`src/design/chm_pkg.sv`:
```
// Shared types and constants for the channel hop activity monitor.
// Used by every module of the block; no dependencies.
`timescale 1ns / 1ps

package chm_pkg;

    localparam int CHAN_W = 7;
    localparam int HITS_W = 16;
    localparam int LVL_W  = 8;
    localparam int TMR_W  = 16;
    localparam int ELAP_W = 10;
    localparam int PKT_W  = 4;
    localparam int PROD_W = PKT_W + LVL_W;
    localparam int CFG_IDX_W  = 3;
    localparam int CFG_DATA_W = 16;
    localparam int IN_TDATA_W  = 24;
    localparam int OUT_TDATA_W = 96;

    // Register indexes of the configuration port
    localparam logic [CFG_IDX_W-1:0] CFG_RADIO_PRESENT   = 3'd0;
    localparam logic [CFG_IDX_W-1:0] CFG_DWELL_MS        = 3'd1;
    localparam logic [CFG_IDX_W-1:0] CFG_DECAY_PERIOD_MS = 3'd2;
    localparam logic [CFG_IDX_W-1:0] CFG_DEBOUNCE_MS     = 3'd3;
    localparam logic [CFG_IDX_W-1:0] CFG_PKT_GAIN        = 3'd4;
    localparam logic [CFG_IDX_W-1:0] CFG_FADE_STEP       = 3'd5;

    // Button action codes carried from front to back
    typedef logic [2:0] t_act;
    localparam t_act ACT_NONE  = 3'd0;
    localparam t_act ACT_DOWN  = 3'd1;
    localparam t_act ACT_UP    = 3'd2;
    localparam t_act ACT_RIGHT = 3'd3;
    localparam t_act ACT_LEFT  = 3'd4;

    typedef struct packed {
        logic              radio_present;
        logic [TMR_W-1:0]  dwell_ms;
        logic [TMR_W-1:0]  decay_period_ms;
        logic [TMR_W-1:0]  debounce_ms;
        logic [LVL_W-1:0]  pkt_gain;
        logic [LVL_W-1:0]  fade_step;
    } t_cfg;

    typedef struct packed {
        t_act              act;
        logic              hop;
        logic              decay;
        logic              credit;
        logic [PKT_W-1:0]  packets;
        logic [PROD_W-1:0] bump_prod;
    } t_cmd;

    function automatic logic [CHAN_W-1:0] reset_chan(input int idx);
        logic [CHAN_W-1:0] c;
        case (idx)
            0:       c = 7'd12;
            1:       c = 7'd37;
            2:       c = 7'd76;
            default: c = 7'd0;
        endcase
        return c;
    endfunction

endpackage

```
`src/design/channel_hop_activity_monitor_core.sv`:
```
// Top level of the channel hop activity monitor: configuration registers,
// stream ports, and the front end / command queue / back end chain.
// Depends on chm_pkg, chm_front, chm_cmd_fifo and chm_back.
//
// Usage: each input beat on the s_axis channel is one pass of the monitor
// loop (elapsed time, four button levels, received packet count). Each
// pass yields exactly one result beat on m_axis with the tuned channel,
// hop flag, active and selected slot, selected channel and the per-slot
// hit counts and intensity levels after that pass.
// Each taken input beat passes through the command queue into the result register.
// Throughput: one beat per cycle while m_axis_tready stays high; the front end
// decides debounce, hop and decay from its own timers, so the two-entry command
// queue and the result register keep both sides running every cycle.
// When m_axis_tready is low the result holds, the back end stops draining
// the queue, and s_axis_tready drops once both queue entries are filled.
// Reset (i_rst_n low, synchronous) restores all registers to defaults:
// radio present, dwell 400, decay period 200, debounce 180, bump 50,
// decay 4, slot channels 12/37/76, button latch set, queue empty.
// Configuration writes via i_cfg_we/i_cfg_idx/i_cfg_wdata take effect at
// the next clock; write them only while no pass is in flight.
`timescale 1ns / 1ps

module channel_hop_activity_monitor_core #(
    parameter int NUM_SLOTS    = 3,
    parameter int NUM_CHANNELS = 126
) (
    input  logic                                i_clk,
    input  logic                                i_rst_n,
    // elapsed_ms[9:0], key_up[10], key_down[11], key_left[12],
    // key_right[13], packets[17:14], zero pad[23:18]
    input  logic [chm_pkg::IN_TDATA_W-1:0]      s_axis_tdata,
    input  logic                                s_axis_tvalid,
    output logic                                s_axis_tready,
    // tuned_channel[6:0], retuned[7], active_slot[9:8], selected_slot[11:10],
    // selected_channel[18:12], hits_slot0[34:19], hits_slot1[50:35],
    // hits_slot2[66:51], level_slot0[74:67], level_slot1[82:75],
    // level_slot2[90:83], zero pad[95:91]
    output logic [chm_pkg::OUT_TDATA_W-1:0]     m_axis_tdata,
    output logic                                m_axis_tvalid,
    input  logic                                m_axis_tready,
    input  logic                                i_cfg_we,
    input  logic [chm_pkg::CFG_IDX_W-1:0]       i_cfg_idx,
    input  logic [chm_pkg::CFG_DATA_W-1:0]      i_cfg_wdata
);
    import chm_pkg::*;

    t_cfg              r_cfg;
    t_cmd              w_front_cmd, w_q_cmd;
    logic              w_full, w_accept, w_q_valid, w_pop;
    logic [CHAN_W-1:0] w_tune, w_sel_chan;
    logic              w_retuned;
    logic [1:0]        w_act, w_sel;
    logic [HITS_W-1:0] w_hits  [3];
    logic [LVL_W-1:0]  w_level [3];

    always_ff @(posedge i_clk) begin
        if (!i_rst_n) begin
            r_cfg.radio_present   <= 1'b1;
            r_cfg.dwell_ms        <= 16'd400;
            r_cfg.decay_period_ms <= 16'd200;
            r_cfg.debounce_ms     <= 16'd180;
            r_cfg.pkt_gain        <= 8'd50;
            r_cfg.fade_step       <= 8'd4;
        end else if (i_cfg_we) begin
            unique case (i_cfg_idx)
                CFG_RADIO_PRESENT:   r_cfg.radio_present   <= i_cfg_wdata[0];
                CFG_DWELL_MS:        r_cfg.dwell_ms        <= i_cfg_wdata;
                CFG_DECAY_PERIOD_MS: r_cfg.decay_period_ms <= i_cfg_wdata;
                CFG_DEBOUNCE_MS:     r_cfg.debounce_ms     <= i_cfg_wdata;
                CFG_PKT_GAIN:        r_cfg.pkt_gain        <= i_cfg_wdata[LVL_W-1:0];
                CFG_FADE_STEP:       r_cfg.fade_step       <= i_cfg_wdata[LVL_W-1:0];
                default: ;
            endcase
        end
    end

    assign s_axis_tready = !w_full;
    assign w_accept      = s_axis_tvalid && !w_full;

    chm_front u_front (
        .i_clk        (i_clk),
        .i_rst_n      (i_rst_n),
        .i_cfg        (r_cfg),
        .i_accept     (w_accept),
        .i_elapsed_ms (s_axis_tdata[9:0]),
        .i_key_up     (s_axis_tdata[10]),
        .i_key_down   (s_axis_tdata[11]),
        .i_key_left   (s_axis_tdata[12]),
        .i_key_right  (s_axis_tdata[13]),
        .i_packets    (s_axis_tdata[17:14]),
        .o_cmd        (w_front_cmd)
    );

    chm_cmd_fifo u_queue (
        .i_clk   (i_clk),
        .i_rst_n (i_rst_n),
        .i_push  (w_accept),
        .i_cmd   (w_front_cmd),
        .o_full  (w_full),
        .i_pop   (w_pop),
        .o_valid (w_q_valid),
        .o_cmd   (w_q_cmd)
    );

    chm_back #(
        .NUM_SLOTS    (NUM_SLOTS),
        .NUM_CHANNELS (NUM_CHANNELS)
    ) u_back (
        .i_clk              (i_clk),
        .i_rst_n            (i_rst_n),
        .i_fade_step        (r_cfg.fade_step),
        .i_cmd_valid        (w_q_valid),
        .i_cmd              (w_q_cmd),
        .o_pop              (w_pop),
        .o_valid            (m_axis_tvalid),
        .i_ready            (m_axis_tready),
        .o_tuned_channel    (w_tune),
        .o_retuned          (w_retuned),
        .o_active_slot      (w_act),
        .o_selected_slot    (w_sel),
        .o_selected_channel (w_sel_chan),
        .o_hits             (w_hits),
        .o_level            (w_level)
    );

    assign m_axis_tdata = {5'd0, w_level[2], w_level[1], w_level[0],
                           w_hits[2], w_hits[1], w_hits[0],
                           w_sel_chan, w_sel, w_act, w_retuned, w_tune};

endmodule

```
`src/design/chm_front.sv`:
```
// Front end: accepts loop passes, runs the three timers and the button
// debounce, and turns each pass into one command. Depends on chm_pkg.
`timescale 1ns / 1ps

module chm_front (
    input  logic                      i_clk,
    input  logic                      i_rst_n,
    input  chm_pkg::t_cfg             i_cfg,
    input  logic                      i_accept,
    input  logic [chm_pkg::ELAP_W-1:0] i_elapsed_ms,
    input  logic                      i_key_up,
    input  logic                      i_key_down,
    input  logic                      i_key_left,
    input  logic                      i_key_right,
    input  logic [chm_pkg::PKT_W-1:0] i_packets,
    output chm_pkg::t_cmd             o_cmd
);
    import chm_pkg::*;

    logic [TMR_W-1:0] r_since_hop, n_since_hop;
    logic [TMR_W-1:0] r_since_decay, n_since_decay;
    logic [TMR_W-1:0] r_since_press, n_since_press;
    logic             r_held, n_held;
    logic [TMR_W-1:0] w_hop_sat, w_decay_sat, w_press_sat;
    logic             w_any;

    function automatic logic [TMR_W-1:0] sat_add(input logic [TMR_W-1:0] a,
                                                 input logic [ELAP_W-1:0] b);
        logic [TMR_W:0] s;
        s = {1'b0, a} + (TMR_W+1)'(b);
        return s[TMR_W] ? {TMR_W{1'b1}} : s[TMR_W-1:0];
    endfunction

    assign w_hop_sat   = sat_add(r_since_hop, i_elapsed_ms);
    assign w_decay_sat = sat_add(r_since_decay, i_elapsed_ms);
    assign w_press_sat = sat_add(r_since_press, i_elapsed_ms);
    assign w_any = i_key_up | i_key_down | i_key_left | i_key_right;

    always_comb begin
        o_cmd         = '0;
        n_held        = r_held;
        n_since_press = w_press_sat;
        if (r_held) begin
            if (!w_any) n_held = 1'b0;
        end else if (w_any && (w_press_sat > i_cfg.debounce_ms)) begin
            if (i_key_down)       o_cmd.act = ACT_DOWN;
            else if (i_key_up)    o_cmd.act = ACT_UP;
            else if (i_key_right) o_cmd.act = ACT_RIGHT;
            else                  o_cmd.act = ACT_LEFT;
            n_since_press = '0;
            n_held        = 1'b1;
        end

        o_cmd.hop     = i_cfg.radio_present && (w_hop_sat >= i_cfg.dwell_ms);
        o_cmd.decay   = i_cfg.radio_present && (w_decay_sat >= i_cfg.decay_period_ms);
        o_cmd.credit  = i_cfg.radio_present;
        o_cmd.packets = i_packets;
        o_cmd.bump_prod = PROD_W'(i_packets) * PROD_W'(i_cfg.pkt_gain);

        // a step that fires drops any excess time
        n_since_hop   = o_cmd.hop ? '0 : w_hop_sat;
        n_since_decay = o_cmd.decay ? '0 : w_decay_sat;
    end

    always_ff @(posedge i_clk) begin
        if (!i_rst_n) begin
            r_since_hop   <= '0;
            r_since_decay <= '0;
            r_since_press <= {TMR_W{1'b1}};
            r_held        <= 1'b1;
        end else if (i_accept) begin
            r_since_hop   <= n_since_hop;
            r_since_decay <= n_since_decay;
            r_since_press <= n_since_press;
            r_held        <= n_held;
        end
    end

`ifndef NO_ASSERTIONS
    // an action always restarts the debounce gap and sets the latch
    a_action_latches: assert property (@(posedge i_clk) disable iff (!i_rst_n)
        i_accept && (o_cmd.act != ACT_NONE) |=> r_held && (r_since_press == '0))
        else $error("button action did not latch");
    // no button action is produced while the latch is held
    a_held_quiet: assert property (@(posedge i_clk) disable iff (!i_rst_n)
        r_held |-> (o_cmd.act == ACT_NONE))
        else $error("button acted while latch held");
    // steps never fire with the radio absent
    a_radio_gate: assert property (@(posedge i_clk) disable iff (!i_rst_n)
        !i_cfg.radio_present |-> !o_cmd.hop && !o_cmd.decay && !o_cmd.credit)
        else $error("radio step fired while radio absent");
`endif

endmodule

```
`src/design/chm_cmd_fifo.sv`:
```
// Two-entry command queue between front and back ends.
// Depends on chm_pkg for the command type.
`timescale 1ns / 1ps

module chm_cmd_fifo (
    input  logic          i_clk,
    input  logic          i_rst_n,
    input  logic          i_push,
    input  chm_pkg::t_cmd i_cmd,
    output logic          o_full,
    input  logic          i_pop,
    output logic          o_valid,
    output chm_pkg::t_cmd o_cmd
);
    import chm_pkg::*;

    t_cmd       r_mem [2];
    logic       r_wptr, r_rptr;
    logic [1:0] r_count;

    assign o_full  = (r_count == 2'd2);
    assign o_valid = (r_count != 2'd0);
    assign o_cmd   = r_mem[r_rptr];

    always_ff @(posedge i_clk) begin
        if (i_push) r_mem[r_wptr] <= i_cmd;
    end

    always_ff @(posedge i_clk) begin
        if (!i_rst_n) begin
            r_wptr  <= 1'b0;
            r_rptr  <= 1'b0;
            r_count <= 2'd0;
        end else begin
            if (i_push) r_wptr <= ~r_wptr;
            if (i_pop)  r_rptr <= ~r_rptr;
            case ({i_push, i_pop})
                2'b10:   r_count <= r_count + 2'd1;
                2'b01:   r_count <= r_count - 2'd1;
                default: r_count <= r_count;
            endcase
        end
    end

`ifndef NO_ASSERTIONS
    a_count_range: assert property (@(posedge i_clk) disable iff (!i_rst_n)
        r_count != 2'd3)
        else $error("queue count out of range");
    a_no_overflow: assert property (@(posedge i_clk) disable iff (!i_rst_n)
        (i_push && o_full) |-> i_pop)
        else $error("push into full queue");
    a_no_underflow: assert property (@(posedge i_clk) disable iff (!i_rst_n)
        i_pop |-> o_valid)
        else $error("pop from empty queue");
`endif

endmodule

```
`src/design/chm_back.sv`:
```
// Back end: applies commands to slot channels, selection, hop state,
// hit counts and intensities; its state registers are the result beat.
// Depends on chm_pkg.
`timescale 1ns / 1ps

module chm_back #(
    parameter int NUM_SLOTS    = 3,
    parameter int NUM_CHANNELS = 126
) (
    input  logic                        i_clk,
    input  logic                        i_rst_n,
    input  logic [chm_pkg::LVL_W-1:0]   i_fade_step,
    input  logic                        i_cmd_valid,
    input  chm_pkg::t_cmd               i_cmd,
    output logic                        o_pop,
    output logic                        o_valid,
    input  logic                        i_ready,
    output logic [chm_pkg::CHAN_W-1:0]  o_tuned_channel,
    output logic                        o_retuned,
    output logic [1:0]                  o_active_slot,
    output logic [1:0]                  o_selected_slot,
    output logic [chm_pkg::CHAN_W-1:0]  o_selected_channel,
    output logic [chm_pkg::HITS_W-1:0]  o_hits [3],
    output logic [chm_pkg::LVL_W-1:0]   o_level [3]
);
    import chm_pkg::*;

    localparam int SW    = $clog2(NUM_SLOTS);
    localparam int SHOWN = (NUM_SLOTS < 3) ? NUM_SLOTS : 3;
    localparam logic [SW-1:0]     LAST_SLOT = SW'(NUM_SLOTS - 1);
    localparam logic [CHAN_W-1:0] LAST_CHAN = CHAN_W'(NUM_CHANNELS - 1);

    logic [CHAN_W-1:0] w_rst_chan [NUM_SLOTS];

    for (genvar g = 0; g < NUM_SLOTS; g++) begin : g_rst
        localparam logic [CHAN_W-1:0] RST = CHAN_W'(32'(reset_chan(g)) % NUM_CHANNELS);
        assign w_rst_chan[g] = RST;
    end

    // two copies of the channel table: one read for the cursor, one for the hop
    logic [CHAN_W-1:0] r_chan_a [NUM_SLOTS];
    logic [CHAN_W-1:0] r_chan_b [NUM_SLOTS];
    logic [HITS_W-1:0] r_hits   [NUM_SLOTS];
    logic [LVL_W-1:0]  r_level  [NUM_SLOTS];
    logic [SW-1:0]     r_sel, n_sel, r_act, n_act;
    logic [CHAN_W-1:0] r_sel_chan, n_sel_chan, r_tune, n_tune;
    logic              r_retuned, r_valid;
    logic              w_move, w_edit;
    logic [CHAN_W-1:0] w_edit_val;

    assign o_pop = i_cmd_valid && (!r_valid || i_ready);

    always_comb begin
        w_move     = 1'b0;
        w_edit     = 1'b0;
        w_edit_val = r_sel_chan;
        n_sel      = r_sel;
        unique case (i_cmd.act)
            ACT_NONE: ;
            ACT_DOWN: begin
                w_move = 1'b1;
                n_sel  = (r_sel == LAST_SLOT) ? '0 : r_sel + SW'(1);
            end
            ACT_UP: begin
                w_move = 1'b1;
                n_sel  = (r_sel == '0) ? LAST_SLOT : r_sel - SW'(1);
            end
            ACT_RIGHT: begin
                w_edit     = 1'b1;
                w_edit_val = (r_sel_chan == LAST_CHAN) ? '0 : r_sel_chan + CHAN_W'(1);
            end
            ACT_LEFT: begin
                w_edit     = 1'b1;
                w_edit_val = (r_sel_chan == '0) ? LAST_CHAN : r_sel_chan - CHAN_W'(1);
            end
            default: ;
        endcase

        if (w_edit)      n_sel_chan = w_edit_val;
        else if (w_move) n_sel_chan = r_chan_a[n_sel];
        else             n_sel_chan = r_sel_chan;

        n_act  = r_act;
        n_tune = r_tune;
        if (i_cmd.hop) begin
            n_act  = (r_act == LAST_SLOT) ? '0 : r_act + SW'(1);
            // an edit in this pass of the slot hopped to is already visible
            n_tune = (w_edit && (r_sel == n_act)) ? w_edit_val : r_chan_b[n_act];
        end
    end

    always_ff @(posedge i_clk) begin
        if (!i_rst_n) begin
            r_valid    <= 1'b0;
            r_retuned  <= 1'b0;
            r_sel      <= '0;
            r_act      <= '0;
            r_sel_chan <= w_rst_chan[0];
            r_tune     <= w_rst_chan[0];
            for (int i = 0; i < NUM_SLOTS; i++) begin
                r_chan_a[i] <= w_rst_chan[i];
                r_chan_b[i] <= w_rst_chan[i];
                r_hits[i]   <= '0;
                r_level[i]  <= '0;
            end
        end else begin
            if (o_pop)        r_valid <= 1'b1;
            else if (i_ready) r_valid <= 1'b0;
            if (o_pop) begin
                r_retuned  <= i_cmd.hop;
                r_sel      <= n_sel;
                r_act      <= n_act;
                r_sel_chan <= n_sel_chan;
                r_tune     <= n_tune;
                for (int i = 0; i < NUM_SLOTS; i++) begin
                    logic [LVL_W+PROD_W-1:0] v;
                    logic [LVL_W-1:0]        lv;
                    logic                    hit;
                    hit = i_cmd.credit && (n_act == SW'(i));
                    if (w_edit && (r_sel == SW'(i))) begin
                        r_chan_a[i] <= w_edit_val;
                        r_chan_b[i] <= w_edit_val;
                    end
                    if (hit) r_hits[i] <= r_hits[i] + HITS_W'(i_cmd.packets);
                    v  = (LVL_W+PROD_W)'(r_level[i]) +
                         (hit ? (LVL_W+PROD_W)'(i_cmd.bump_prod) : '0);
                    lv = (v > (LVL_W+PROD_W)'(255)) ? 8'd255 : v[LVL_W-1:0];
                    if (i_cmd.decay)
                        lv = (lv >= i_fade_step) ? lv - i_fade_step : '0;
                    r_level[i] <= lv;
                end
            end
        end
    end

    assign o_valid            = r_valid;
    assign o_tuned_channel    = r_tune;
    assign o_retuned          = r_retuned;
    assign o_active_slot      = 2'(r_act);
    assign o_selected_slot    = 2'(r_sel);
    assign o_selected_channel = r_sel_chan;

    always_comb begin
        for (int j = 0; j < 3; j++) begin
            o_hits[j]  = '0;
            o_level[j] = '0;
        end
        for (int j = 0; j < SHOWN; j++) begin
            o_hits[j]  = r_hits[j];
            o_level[j] = r_level[j];
        end
    end

`ifndef NO_ASSERTIONS
    a_index_range: assert property (@(posedge i_clk) disable iff (!i_rst_n)
        (32'(r_sel) < NUM_SLOTS) && (32'(r_act) < NUM_SLOTS))
        else $error("slot index out of range");
    a_chan_range: assert property (@(posedge i_clk) disable iff (!i_rst_n)
        (32'(r_tune) < NUM_CHANNELS) && (32'(r_sel_chan) < NUM_CHANNELS))
        else $error("channel out of range");
    a_mirror: assert property (@(posedge i_clk) disable iff (!i_rst_n)
        (r_sel_chan == r_chan_a[r_sel]) && (r_chan_a[r_sel] == r_chan_b[r_sel]))
        else $error("channel table copies disagree");
    a_hold_stalled: assert property (@(posedge i_clk) disable iff (!i_rst_n)
        r_valid && !i_ready |=> $stable(r_tune) && $stable(r_sel) && $stable(r_act))
        else $error("result changed while stalled");
`endif

endmodule

```
`config.mk`:
```
export PLATFORM = sky130hd
export DESIGN_NAME = channel_hop_activity_monitor_core
export DESIGN_NICKNAME = d
export VERILOG_FILES = /design/src/design/chm_pkg.sv /design/src/design/channel_hop_activity_monitor_core.sv /design/src/design/chm_front.sv /design/src/design/chm_cmd_fifo.sv /design/src/design/chm_back.sv
export SDC_FILE = /design/constraint.sdc
export NUM_CORES = 1
export LEC_CHECK = 0
export ABC_CLOCK_PERIOD_IN_PS = 6200
export BUFFER_PORTS_ARGS = -buffer_cell sky130_fd_sc_hd__clkbuf_2
export CORE_ASPECT_RATIO = 0.6
export CORE_MARGIN = 2
export CORE_UTILIZATION = 40
export CTS_CLUSTER_DIAMETER = 150
export CTS_CLUSTER_SIZE = 20
export DETAILED_ROUTE_END_ITERATION = 8
export GPL_ROUTABILITY_DRIVEN = 1
export GPL_TIMING_DRIVEN = 0
export PLACE_DENSITY_LB_ADDON = 0.3
export REMOVE_ABC_BUFFERS = 1
export SYNTH_ARGS = -nofsm -noshare
export SYNTH_HDL_FRONTEND = slang
export SYNTH_SLANG_ARGS = --single-unit
```
`constraint.sdc`:
```
create_clock -name i_clk -period 6.2 [get_ports i_clk]
set_clock_uncertainty 0.05 [all_clocks]
set_input_delay 0.31 -clock i_clk [delete_from_list [all_inputs] [get_ports i_clk]]
set_output_delay 0.31 -clock i_clk [all_outputs]
set_load 0.005 [all_outputs]
```
==> results of run 1 <==
## per-layer routing
layer | global-route usage | vias to the layer above | share of wire
met4 | 0.0514 | 2 | 0.022
met1 | 0.344 | 7455 | 0.51
met3 | 0.0352 | 68 | 0.068
met2 | 0.310 | 484 | 0.40
met5 | 0 | - | 0.00023
li1 | - | 7468 | -
## kinds of logic (layout without fill, tap and decap cells)
| group | Yosys count | count (layout) | share of synthesized area |
|---|---|---|---|
| adder cells (fa/ha/maj) | 185 | 185 | 0.137 |
| XOR/XNOR | 91 | 91 | 0.0437 |
| flip-flops | 276 | 276 | 0.378 |
| other | 1 | 6 | 0.000206 |
| multiplexers | 45 | 45 | 0.0258 |
| buffers and inverters | 198 | 302 | 0.0432 |
| AO/OA/AOI/OAI | 516 | 516 | 0.187 |
| AND/OR/NAND/NOR | 718 | 718 | 0.185 |
## power by group
| group | total [mW] | switching [mW] | internal (mW) |
|---|---|---|---|
| clock | 1.21 | 0.654 | 0.561 |
| combinational | 5.43 | 3.19 | 2.24 |
| sequential | 2.73 | 0.351 | 2.38 |
| total | 9.37 | 4.20 | 5.18 |
## cells in the final DEF (no fill, tap or decap), types with 7 or more instances in the layout
master and instances:
and3_1 24, nand2b_1 37, fa_1 24, a41oi_1 7, mux2i_1 31, a21o_1 28
clkbuf_2 134, edfxtp_1 137, o21a_1 22, mux2_2 13, ha_1 161, xnor2_1 52
nand3_1 52, a211oi_1 18, nor2b_1 42, clkbuf_1 9, inv_1 126, or2_2 20
o21ai_1 13, or3_1 12, dfxtp_1 136, nor4_1 7, nand2_1 256, clkbuf_16 17
nor3_1 35, nor2_1 171, o21ai_0 93, a211o_1 9, and2_1 22, o22ai_1 11
nand4_1 12, o211ai_1 21, a31oi_1 14, a221o_1 10, a22o_1 26, a22oi_1 7
xor2_1 39, a21oi_1 147
## repair_timing
action,CTS,global route
endpoints found under the hold margin,0,0
setup buffers,1,2
resized for setup,2,5
endpoints found under the setup margin,24,24
## layout make-up
class	instances	share of cell area
Multi-Input combinational cell	1560	0.529
Sequential cell	276	0.344
Timing Repair Buffer	146	0.0416
Tap cell	589	0.0367
Inverter	128	0.0241
Clock buffer	26	0.0229
Clock inverter	2	0.00193
Antenna cell	1	0.000125
## worst max-delay path by stage
stage / endpoint / slack, ns / startpoint
after floorplan: u_back.r_level[0][23] / 0.44 / register
after global placement: u_back.r_level[0][23] / -0.79 / register
after detailed placement: u_back.r_level[0][23] / -0.37 / register
after CTS: u_back.r_level[0][23] / 0.14 / register
after global routing: u_back.r_level[0][23] / 0.05 / register
final: u_back.r_level[0][23] / 0.40 / register
## through the flow
stage / power (mW) / std cells / hold WS, ns
after floorplan: 6.54 / 1964 / 0.331
after global placement: 7.86 / 2687 / 0.394
after detailed placement: 8.06 / 2695 / 0.396
after CTS: 9.33 / 2724 / 0.0148
after global routing: 10.2 / 2728 / 0.0386
final: 9.37 / 2728 / 0.0269
## sequential cells by signal, indices dropped and copies added, names as in the netlist, 7 cells and up, named ones only
register,cells
u_front.r_since_press,16
u_back.o_tuned_channel,7
r_cfg,65
u_back.r_chan_b,21
u_back.r_hits,48
u_front.r_since_hop,16
u_back.o_selected_channel,7
u_back.r_level,24
u_queue.r_mem,44
u_front.r_since_decay,16
## worst min-delay path: stages
cell and delay, ns:
clkbuf_2 0.07, nand2b_1 0.12, a21oi_1 0.07
==> results.tsv, run 1 <==
stage	metric	value	unit
worst_setup_path	endpoint_kind	register	
sta	grt_setup_unrepaired	no	
hold_path	whs_endpoint	u_back.o_valid	
die	dieArea	0.0474	mm2
clock_network	clk-insertion-delay-late	0.54	ns
placed_design	dpl.hpwl	39.2	mm
clock_network	numCtsBuffers	17	
synth	ys_top_cells_by_count	nand2_1 (257), nor2_1 (173), ha_1 (161)	
worst_setup_path	path_max_fanout	14	
pwr	power_density	467	mW/mm2
finish	nets	2362	
sta	setup_violations	0	
run	drv_cap	0	
worst_setup_path	cp.depth	23	
route	vias	15500	
synth	synth.distinct_cells	89	
finish	multi_input_area	0.0106	mm2
worst_setup_path	cp_slowest_stage_delay	0.48	ns
grt	grt-ovfl-total	0	
sta	slew_violations	0	
clock_network	cts_tree	built	
route	vias_per_cell	5.67	
worst_setup_path	cp.arrival	6.05	ns
synth	async_flop_share	0	
grt	antenna_found_initial	2	
clock_network	cts_root_buffer	clkbuf_16	
route	routed_wl	52.3	mm
sta	tightest_slew	1.35	ns
die	dieHeight	169	um
placed_design	dpl_cell_area	0.0195	mm2
grt	grt_pass1_vias	14500	
worst_setup_path	crit_family	compound AO/OA/AOI/OAI gates	
synth	synth_top_area_frac	0.226	
synth	ys.flop_type	dfxtp_1	
worst_setup_path	rr_endpoint	u_back.r_level[0][23]	
synth	ys_ff_latch	276	
sta	setup_tns	0	ns
synth	synth_warnings	0	
placed_design	numPortBuffers	134	
route	drcViolationCount	0	
clock_network	clk_path_buf_depth	3	
clock_network	clock_sinks	276	
die	num_io_pins	146	
die	start_util	0.406	
sta	max_freq	0.172	GHz
hold_path	hold_depth	3	
hold_path	min_path_type	in -> reg	
synth	syn_inst	2030	
die	chipWidth	280	um
synth	syn_area	0.0182	mm2
placed_design	place_worst_setup_slack	-0.368	ns
placed_design	gp_congestion	0.903	
outcome	run_status	finished, final reports clean	
pwr	p_leak	8.15	nW
synth	synth_edf_count	137	
route	dr.pass1.iters	5	
worst_setup_path	r2r_slack	0.40	ns
route	drtIter0Drc	1286	
synth	yosysTopAreaCell	edfxtp_1	
worst_setup_path	critPathBufInv	1	
finish	drive_gt1_frac	0.107	
grt	grt_pass1_wl	82.0	mm
clock_network	clkTransAtPathRegs	0.10	ns
worst_setup_path	startpoint_type	register	
sta	slew_headroom	0.0995	
worst_setup_path	cp_slowest_cell	dfxtp_4	
worst_setup_path	r2r_cells	23	
sta	period_needed	5.80	ns
worst_setup_path	required	6.45	ns
finish	seqCellArea	0.00690	mm2
finish	final_core_util	0.447	
sta	finalCritPeriodShare	0.936	
clock_network	htreeDepth	1	
pwr	ir_drop	0.000215	V
die	fp.coreArea	0.0449	mm2
grt	grt_max_degree	75	
hold_path	min_from	m_axis_tready	
route	postRouteAntennaNets	0	
route	wl_per_cell	19.2	um
finish	postLayoutCellArea	0.0201	mm2
worst_setup_path	path_cells	mux2i_4, nand2_1, o22ai_1, nand2_2, nor2_1, ha_1, inv_1, fa_1, nor2b_1, o2111ai_1, a31o_2, o2111ai_1, o21a_2, nor2b_1, ha_1, fa_1, nand2b_1, a21oi_1, o21ai_0, a21boi_0, o311ai_0, o311ai_0, o211a_1	
grt	track_usage	0.219	
sta	finalHoldViolations	0	
synth	synth_top_cells_by_area	edfxtp_1 (23%), dfxtp_1 (15%), ha_1 (11%)	
finish	syn2layout_area_growth	10.0	%
finish	fillCellCount	4402	
synth	synth.most_common_cell	nand2_1	
synth	avgSynthCellArea	8.99	um2
synth	yosysSeqAreaShare	0.378	
sta	layout_setup_ws	0.395	ns
clock_network	cts_hold_buf	0	
worst_setup_path	path_class	reg -> reg	
die	rows	60	
Power figures use the tool's default switching activity.
==> inputs of run 2 (changes only) <==
CORE_ASPECT_RATIO = 0.75   (was 0.6)
REMOVE_ABC_BUFFERS = default   (was 1)
==> results.tsv, run 2 (same netlist as run 1, synthesis figures left out) <==
stage	metric	value	unit	change
outcome	run_status	finished, final reports clean		unchanged
die	start_util	0.407		was 0.406
clock_network	cts_hold_buf	0		unchanged
finish	final_common_cell	nand2_1		unchanged
clock_network	numCtsBuffers	17		unchanged
route	drtIter0Drc	1114		was 1286
sta	tightest_slew	1.29	ns	was 1.35 ns
route	postRouteAntennaNets	0		unchanged
route	wl_per_cell	18.6	um	was 19.2 um
clock_network	cts_tree	built		unchanged
clock_network	clk-insertion-delay-late	0.52	ns	was 0.54 ns
placed_design	dpl.hpwl	40.1	mm	was 39.2 mm
grt	track_usage	0.213		was 0.219
grt	antenna_found_initial	3		was 2
die	rows	67		was 60
worst_setup_path	path_class	reg -> reg		unchanged
worst_setup_path	path_max_fanout	19		was 14
grt	grt_max_degree	25		was 75
sta	hold_ws	0.0449	ns	was 0.0269 ns
grt	grt_pass1_wl	80.9	mm	was 82.0 mm
sta	finalHoldViolations	0		unchanged
hold_path	min_from	i_cfg_wdata[14]		was m_axis_tready
pwr	p_leak	8.20	nW	was 8.15 nW
route	drcViolationCount	0		unchanged
worst_setup_path	path_cells	buf_6, buf_6, buf_6, mux2i_1, nor2_1, ha_1, o21ai_0, o21bai_1, a2111oi_2, a31oi_1, nor4_4, nor2b_1, ha_1, fa_1, nor2b_1, o21ai_0, nand2b_1, o21ai_0, o2bb2ai_1, o21ai_1, a22o_1		was mux2i_4, nand2_1, o22ai_1, nand2_2, nor2_1, ha_1, inv_1, fa_1, nor2b_1, o2111ai_1, a31o_2, o2111ai_1, o21a_2, nor2b_1, ha_1, fa_1, nand2b_1, a21oi_1, o21ai_0, a21boi_0, o311ai_0, o311ai_0, o211a_1
finish	largest-register	r_cfg		unchanged
route	dr.pass1.iters	5		unchanged
finish	syn2layout_area_growth	10.8	%	was 10.0%
die	chipWidth	251	um	was 280 um
clock_network	htreeDepth	1		unchanged
sta	max_freq	0.171	GHz	was 0.172 GHz
placed_design	gp_congestion	0.923		was 0.903
worst_setup_path	cp.arrival	6.07	ns	was 6.05 ns
die	dieHeight	189	um	was 169 um
die	fp.coreArea	0.0448	mm2	was 0.0449 mm2
finish	final_core_util	0.450		was 0.447
worst_setup_path	critPathBufInv	3		was 1
sta	slew_violations	0		unchanged
clock_network	clkTransAtPathRegs	0.10	ns	about the same
sta	period_needed	5.84	ns	was 5.80 ns
worst_setup_path	startpoint_type	register		unchanged
worst_setup_path	crit_family	compound AO/OA/AOI/OAI gates		unchanged
finish	largestRegisters	r_cfg: 65 flops, u_back.r_hits: 48 flops, u_queue.r_mem: 44 flops		unchanged
route	routed_wl	51.6	mm	was 52.3 mm
die	dieArea	0.0473	mm2	was 0.0474 mm2
route	vias_per_cell	5.64		was 5.67
route	vias	15700		was 15500
finish	nets	2419		was 2362
finish	layout_common_cells	nand2_1 (257), nor2_1 (172), ha_1 (161)		was nand2_1 (256), nor2_1 (171), ha_1 (161)
finish	stdcell_count	2782		was 2728
sta	grt_setup_unrepaired	no		unchanged
clock_network	cts_root_buffer	clkbuf_16		unchanged
pwr	ir_drop	0.000254	V	was 0.000215 V
placed_design	placed_cells	2752		was 2695
grt	grt-ovfl-total	0		unchanged
pwr	total_power	9.46	mW	was 9.37 mW
sta	setup_violations	0		unchanged
finish	drive_gt1_frac	0.102		was 0.107
clock_network	clock_sinks	276		unchanged
clock_network	clk_path_buf_depth	3		unchanged
run	drv_cap	0		unchanged
grt	grt_pass1_vias	14900		was 14500
worst_setup_path	cp_slowest_stage_delay	0.64	ns	was 0.48 ns
hold_path	min_path_type	in -> reg		unchanged
worst_setup_path	cp_slowest_cell	mux2i_1		was dfxtp_4
placed_design	numPortBuffers	131		was 134
sta	finalCritPeriodShare	0.942		was 0.936
placed_design	dpl_cell_area	0.0197	mm2	was 0.0195 mm2
worst_setup_path	required	6.43	ns	was 6.45 ns
worst_setup_path	endpoint_kind	register		unchanged
finish	postLayoutCellArea	0.0202	mm2	was 0.0201 mm2
die	num_io_pins	146		unchanged
pwr	power_density	468	mW/mm2	was 467 mW/mm2
finish	largest_reg_flops	65		unchanged
sta	slew_headroom	0.139		was 0.0995
==> run 2: changes by cell type in the layout (fill, tap and decap cells not counted), sizes merged <==
cell	previous run	this run
inv	128	127
clkbuf	160	209
diode	1	2
buf	12	20
==> run 2: layout make-up <==
| cell class | instances | area (um2) |
|---|---|---|
| antenna | 2 | 5.00 |
| tap | 586 | 733 |
| multi-input combinational | 1560 | 10600 |
| inverter | 128 | 480 |
| sequential | 276 | 6900 |
| clock buffer | 26 | 459 |
| clock inverter | 1 | 30.0 |
| buffer | 68 | 308 |
| timing repair buffer | 135 | 693 |
| fill | 4294 | 24600 |
==> run 2: worst reg2reg max path, cell delays in order (launching register included) <==
cell and delay [ns]:
dfxtp_1 0.45, buf_6 0.19, buf_6 0.16, buf_6 0.24, mux2i_1 0.66, nor2_1 0.12, ha_1 0.36, o21ai_0 0.24
o21bai_1 0.14, a2111oi_2 0.42, a31oi_1 0.19, nor4_4 0.46, nor2b_1 0.26, ha_1 0.22, fa_1 0.21, nor2b_1 0.05
o21ai_0 0.17, nand2b_1 0.13, o21ai_0 0.18, o2bb2ai_1 0.16, o21ai_1 0.25, a22o_1 0.27
==> run 2: final timing paths <==
| path | to | slack, ns | depth (start not counted) |
|---|---|---|---|
| worst max-delay path | u_back.r_level[0][6] | 0.36 | 21 |
| worst min-delay path | r_cfg[30] | 0.04 | 3 |
| worst max register to register | u_back.r_level[0][6] | 0.36 | 21 |
| worst min register to register | r_cfg[4] | 0.41 | 2 |
==> run 2: metal layers <==
metal	track usage	vias up	wire length (um)
met2	0.333	512	22400
met1	0.309	7508	24500
met5	0	-	13
met4	0.0546	2	1230
met3	0.0294	79	3480
li1	-	7579	-
==> run 2: stage by stage <==
step | setup TNS (ns) | worst slack, ns
after floorplan | 0 | 0.992
after global placement | -1.24 | -0.138
after detailed placement | -2.76 | -0.208
after CTS | 0 | 0.0806
after global routing | 0 | 0.0000577
final | 0 | 0.359
==> run 2: timing repair <==
item	in CTS	in global routing
pin swaps	0	0
resized for setup	0	8
setup endpoints to repair	21	24
setup buffers	0	3
==> run 2: where the power goes <==
part | total [mW] | internal [mW] | switching (mW)
combinational | 5.57 | 2.27 | 3.30
sequential | 2.68 | 2.38 | 0.302
clock | 1.21 | 0.558 | 0.652
==> inputs of run 3 (changes only) <==
CORE_UTILIZATION = 39   (was 40)
==> results.tsv, run 3 (same netlist as run 1, synthesis figures left out) <==
stage	metric	value	unit	change
worst_setup_path	cp.depth	24		was 21
clock_network	clk_path_buf_depth	3		unchanged
worst_setup_path	cp.arrival	6.02	ns	was 6.07 ns
route	postRouteAntennaNets	0		unchanged
worst_setup_path	crit_family	compound AO/OA/AOI/OAI gates		unchanged
finish	final_common_cell	nand2_1		unchanged
placed_design	gp_congestion	0.943		was 0.923
grt	grt_pass1_vias	14800		was 14900
worst_setup_path	path_max_fanout	10		was 19
finish	stdcell_count	2823		was 2782
worst_setup_path	critPathBufInv	2		was 3
sta	finalCritPeriodShare	0.930		was 0.942
finish	final_core_util	0.439		was 0.450
worst_setup_path	endpoint_kind	register		unchanged
clock_network	clk-insertion-delay-late	0.53	ns	was 0.52 ns
finish	syn2layout_area_growth	11.0	%	was 10.8%
die	num_io_pins	146		unchanged
die	fp.coreArea	0.0461	mm2	was 0.0448 mm2
sta	setup_tns	0	ns	unchanged
placed_design	numPortBuffers	131		unchanged
clock_network	numCtsBuffers	17		unchanged
worst_setup_path	path_class	reg -> reg		unchanged
sta	tightest_slew	1.26	ns	was 1.29 ns
finish	nets	2417		was 2419
clock_network	cts_tree	built		unchanged
route	wl_per_cell	18.4	um	was 18.6 um
finish	largestRegisters	r_cfg: 65 flops, u_back.r_hits: 48 flops, u_queue.r_mem: 44 flops		unchanged
grt	grt-ovfl-total	0		unchanged
sta	max_freq	0.173	GHz	was 0.171 GHz
sta	layout_setup_ws	0.435	ns	was 0.359 ns
route	dr.pass1.iters	6		was 5
worst_setup_path	r2r_cells	24		was 21
route	drcViolationCount	0		unchanged
finish	largest-register	r_cfg		unchanged
worst_setup_path	startpoint_type	register		unchanged
pwr	p_leak	8.20	nW	about the same
grt	antenna_found_initial	1		was 3
clock_network	cts_root_buffer	clkbuf_16		unchanged
worst_setup_path	cp_slowest_cell	dfxtp_1		was mux2i_1
worst_setup_path	required	6.45	ns	was 6.43 ns
clock_network	clkTransAtPathRegs	0.10	ns	about the same
sta	slew_violations	0		unchanged
finish	drive_gt1_frac	0.102		about the same
die	dieArea	0.0485	mm2	was 0.0473 mm2
finish	layout_common_cells	nand2_1 (256), nor2_1 (172), ha_1 (161)		was nand2_1 (257), nor2_1 (172), ha_1 (161)
worst_setup_path	r2r_slack	0.43	ns	was 0.36 ns
finish	largest_reg_flops	65		unchanged
die	dieHeight	191	um	was 189 um
route	routed_wl	51.8	mm	was 51.6 mm
clock_network	htreeDepth	1		unchanged
pwr	total_power	9.40	mW	was 9.46 mW
placed_design	placed_cells	2797		was 2752
die	start_util	0.396		was 0.407
route	drtIter0Drc	1301		was 1114
die	rows	68		was 67
grt	grt_max_degree	25		unchanged
die	chipWidth	254	um	was 251 um
worst_setup_path	rr_endpoint	u_back.r_level[0][23]		was u_back.r_level[0][6]
placed_design	place_worst_setup_slack	-0.149	ns	was -0.208 ns
sta	hold_ws	0.0616	ns	was 0.0449 ns
route	vias_per_cell	5.55		was 5.64
grt	track_usage	0.209		was 0.213
pwr	power_density	464	mW/mm2	was 468 mW/mm2
worst_setup_path	endpoint	u_back.r_level[0][23]		was u_back.r_level[0][6]
placed_design	dpl_cell_area	0.0197	mm2	about the same
sta	period_needed	5.77	ns	was 5.84 ns
route	vias	15700		about the same
outcome	run_status	finished, final reports clean		unchanged
clock_network	clock_sinks	276		unchanged
finish	postLayoutCellArea	0.0203	mm2	was 0.0202 mm2
sta	finalHoldViolations	0		unchanged
hold_path	min_path_type	in -> reg		unchanged
sta	grt_setup_unrepaired	no		unchanged
worst_setup_path	path_cells	mux2i_4, nand2_1, o22ai_2, nand2_2, nor2_1, ha_1, inv_1, fa_1, nor2b_1, o2111ai_1, a31o_2, o2111ai_1, o21a_1, clkbuf_2, nor2b_1, ha_1, fa_1, nand2b_1, a21oi_1, o21ai_1, a21boi_0, o311ai_0, o311ai_0, o211a_1		was buf_6, buf_6, buf_6, mux2i_1, nor2_1, ha_1, o21ai_0, o21bai_1, a2111oi_2, a31oi_1, nor4_4, nor2b_1, ha_1, fa_1, nor2b_1, o21ai_0, nand2b_1, o21ai_0, o2bb2ai_1, o21ai_1, a22o_1
sta	slew_headroom	0.149		was 0.139
run	drv_cap	0		unchanged
sta	setup_violations	0		unchanged
pwr	ir_drop	0.000236	V	was 0.000254 V
grt	grt_pass1_wl	80.8	mm	was 80.9 mm
worst_setup_path	cp_slowest_stage_delay	0.44	ns	was 0.64 ns
placed_design	dpl.hpwl	40.1	mm	about the same
clock_network	post_cts_buffers	0		unchanged
-- run 3: cell types whose count changed in the layout (fill, tap and decap cells not counted) --
cell	before	now
nand2_1	257	256
buf_4	9	6
diode_2	2	1
nand2_2	0	1
buf_8	1	2
o22ai_2	0	1
o22ai_1	11	10
-- run 3: worst min path at each step --
stage / start / end / slack [ns] / cells past startpoint
6_report: i_cfg_wdata[15] / r_cfg[47] / 0.06 / 3
5_1_grt: i_cfg_wdata[15] / r_cfg[47] / 0.04 / 3
4_1_cts: i_cfg_wdata[12] / r_cfg[44] / 0.04 / 3
3_5_place_dp: r_cfg[58] / r_cfg[58] / 0.40 / 2
3_3_place_gp: u_front.r_since_decay[0] / u_front.r_since_decay[0] / 0.39 / 2
2_1_floorplan: s_axis_tdata[14] / u_queue.r_mem[0][12] / 0.36 / 0
-- run 3: power breakdown --
part / leakage (nW) / total (mW) / internal, mW / switching [mW]
Combinational: 5.47 / 5.49 / 2.26 / 3.24
Sequential: 2.49 / 2.69 / 2.38 / 0.304
Clock: 0.234 / 1.22 / 0.558 / 0.660
Total: 8.20 / 9.40 / 5.19 / 4.20
-- run 3: final cells by class --
type	instances	area [um2]
Clock buffer	26	459
Buffer	68	308
Timing Repair Buffer	133	686
Multi-Input combinational cell	1560	10600
Fill cell	4552	25900
Inverter	128	480
Sequential cell	276	6900
Tap cell	630	788
Antenna cell	1	2.50
Clock inverter	1	30.0
-- run 3: layer usage --
layer | track usage | part of all wire
met4 | 0.0536 | 0.024
met1 | 0.305 | 0.48
met5 | 0 | 0
met3 | 0.0261 | 0.053
met2 | 0.326 | 0.44
-- run 3: what timing repair did --
item / in CTS / in global routing
resized for setup: 0 / 10
hold buffers: 0 / 0
endpoints found under the setup margin: 10 / 24
-- run 3: worst register-to-register path, stage by stage, from the launching register on --
cell and delay, ns:
dfxtp_1 0.44, mux2i_4 0.42, nand2_1 0.12, o22ai_2 0.30
nand2_2 0.21, nor2_1 0.15, ha_1 0.21, inv_1 0.07
fa_1 0.40, nor2b_1 0.18, o2111ai_1 0.17, a31o_2 0.25
o2111ai_1 0.20, o21a_1 0.28, clkbuf_2 0.25, nor2b_1 0.17
ha_1 0.20, fa_1 0.20, nand2b_1 0.17, a21oi_1 0.10
o21ai_1 0.20, a21boi_0 0.12, o311ai_0 0.29, o311ai_0 0.22
o211a_1 0.17
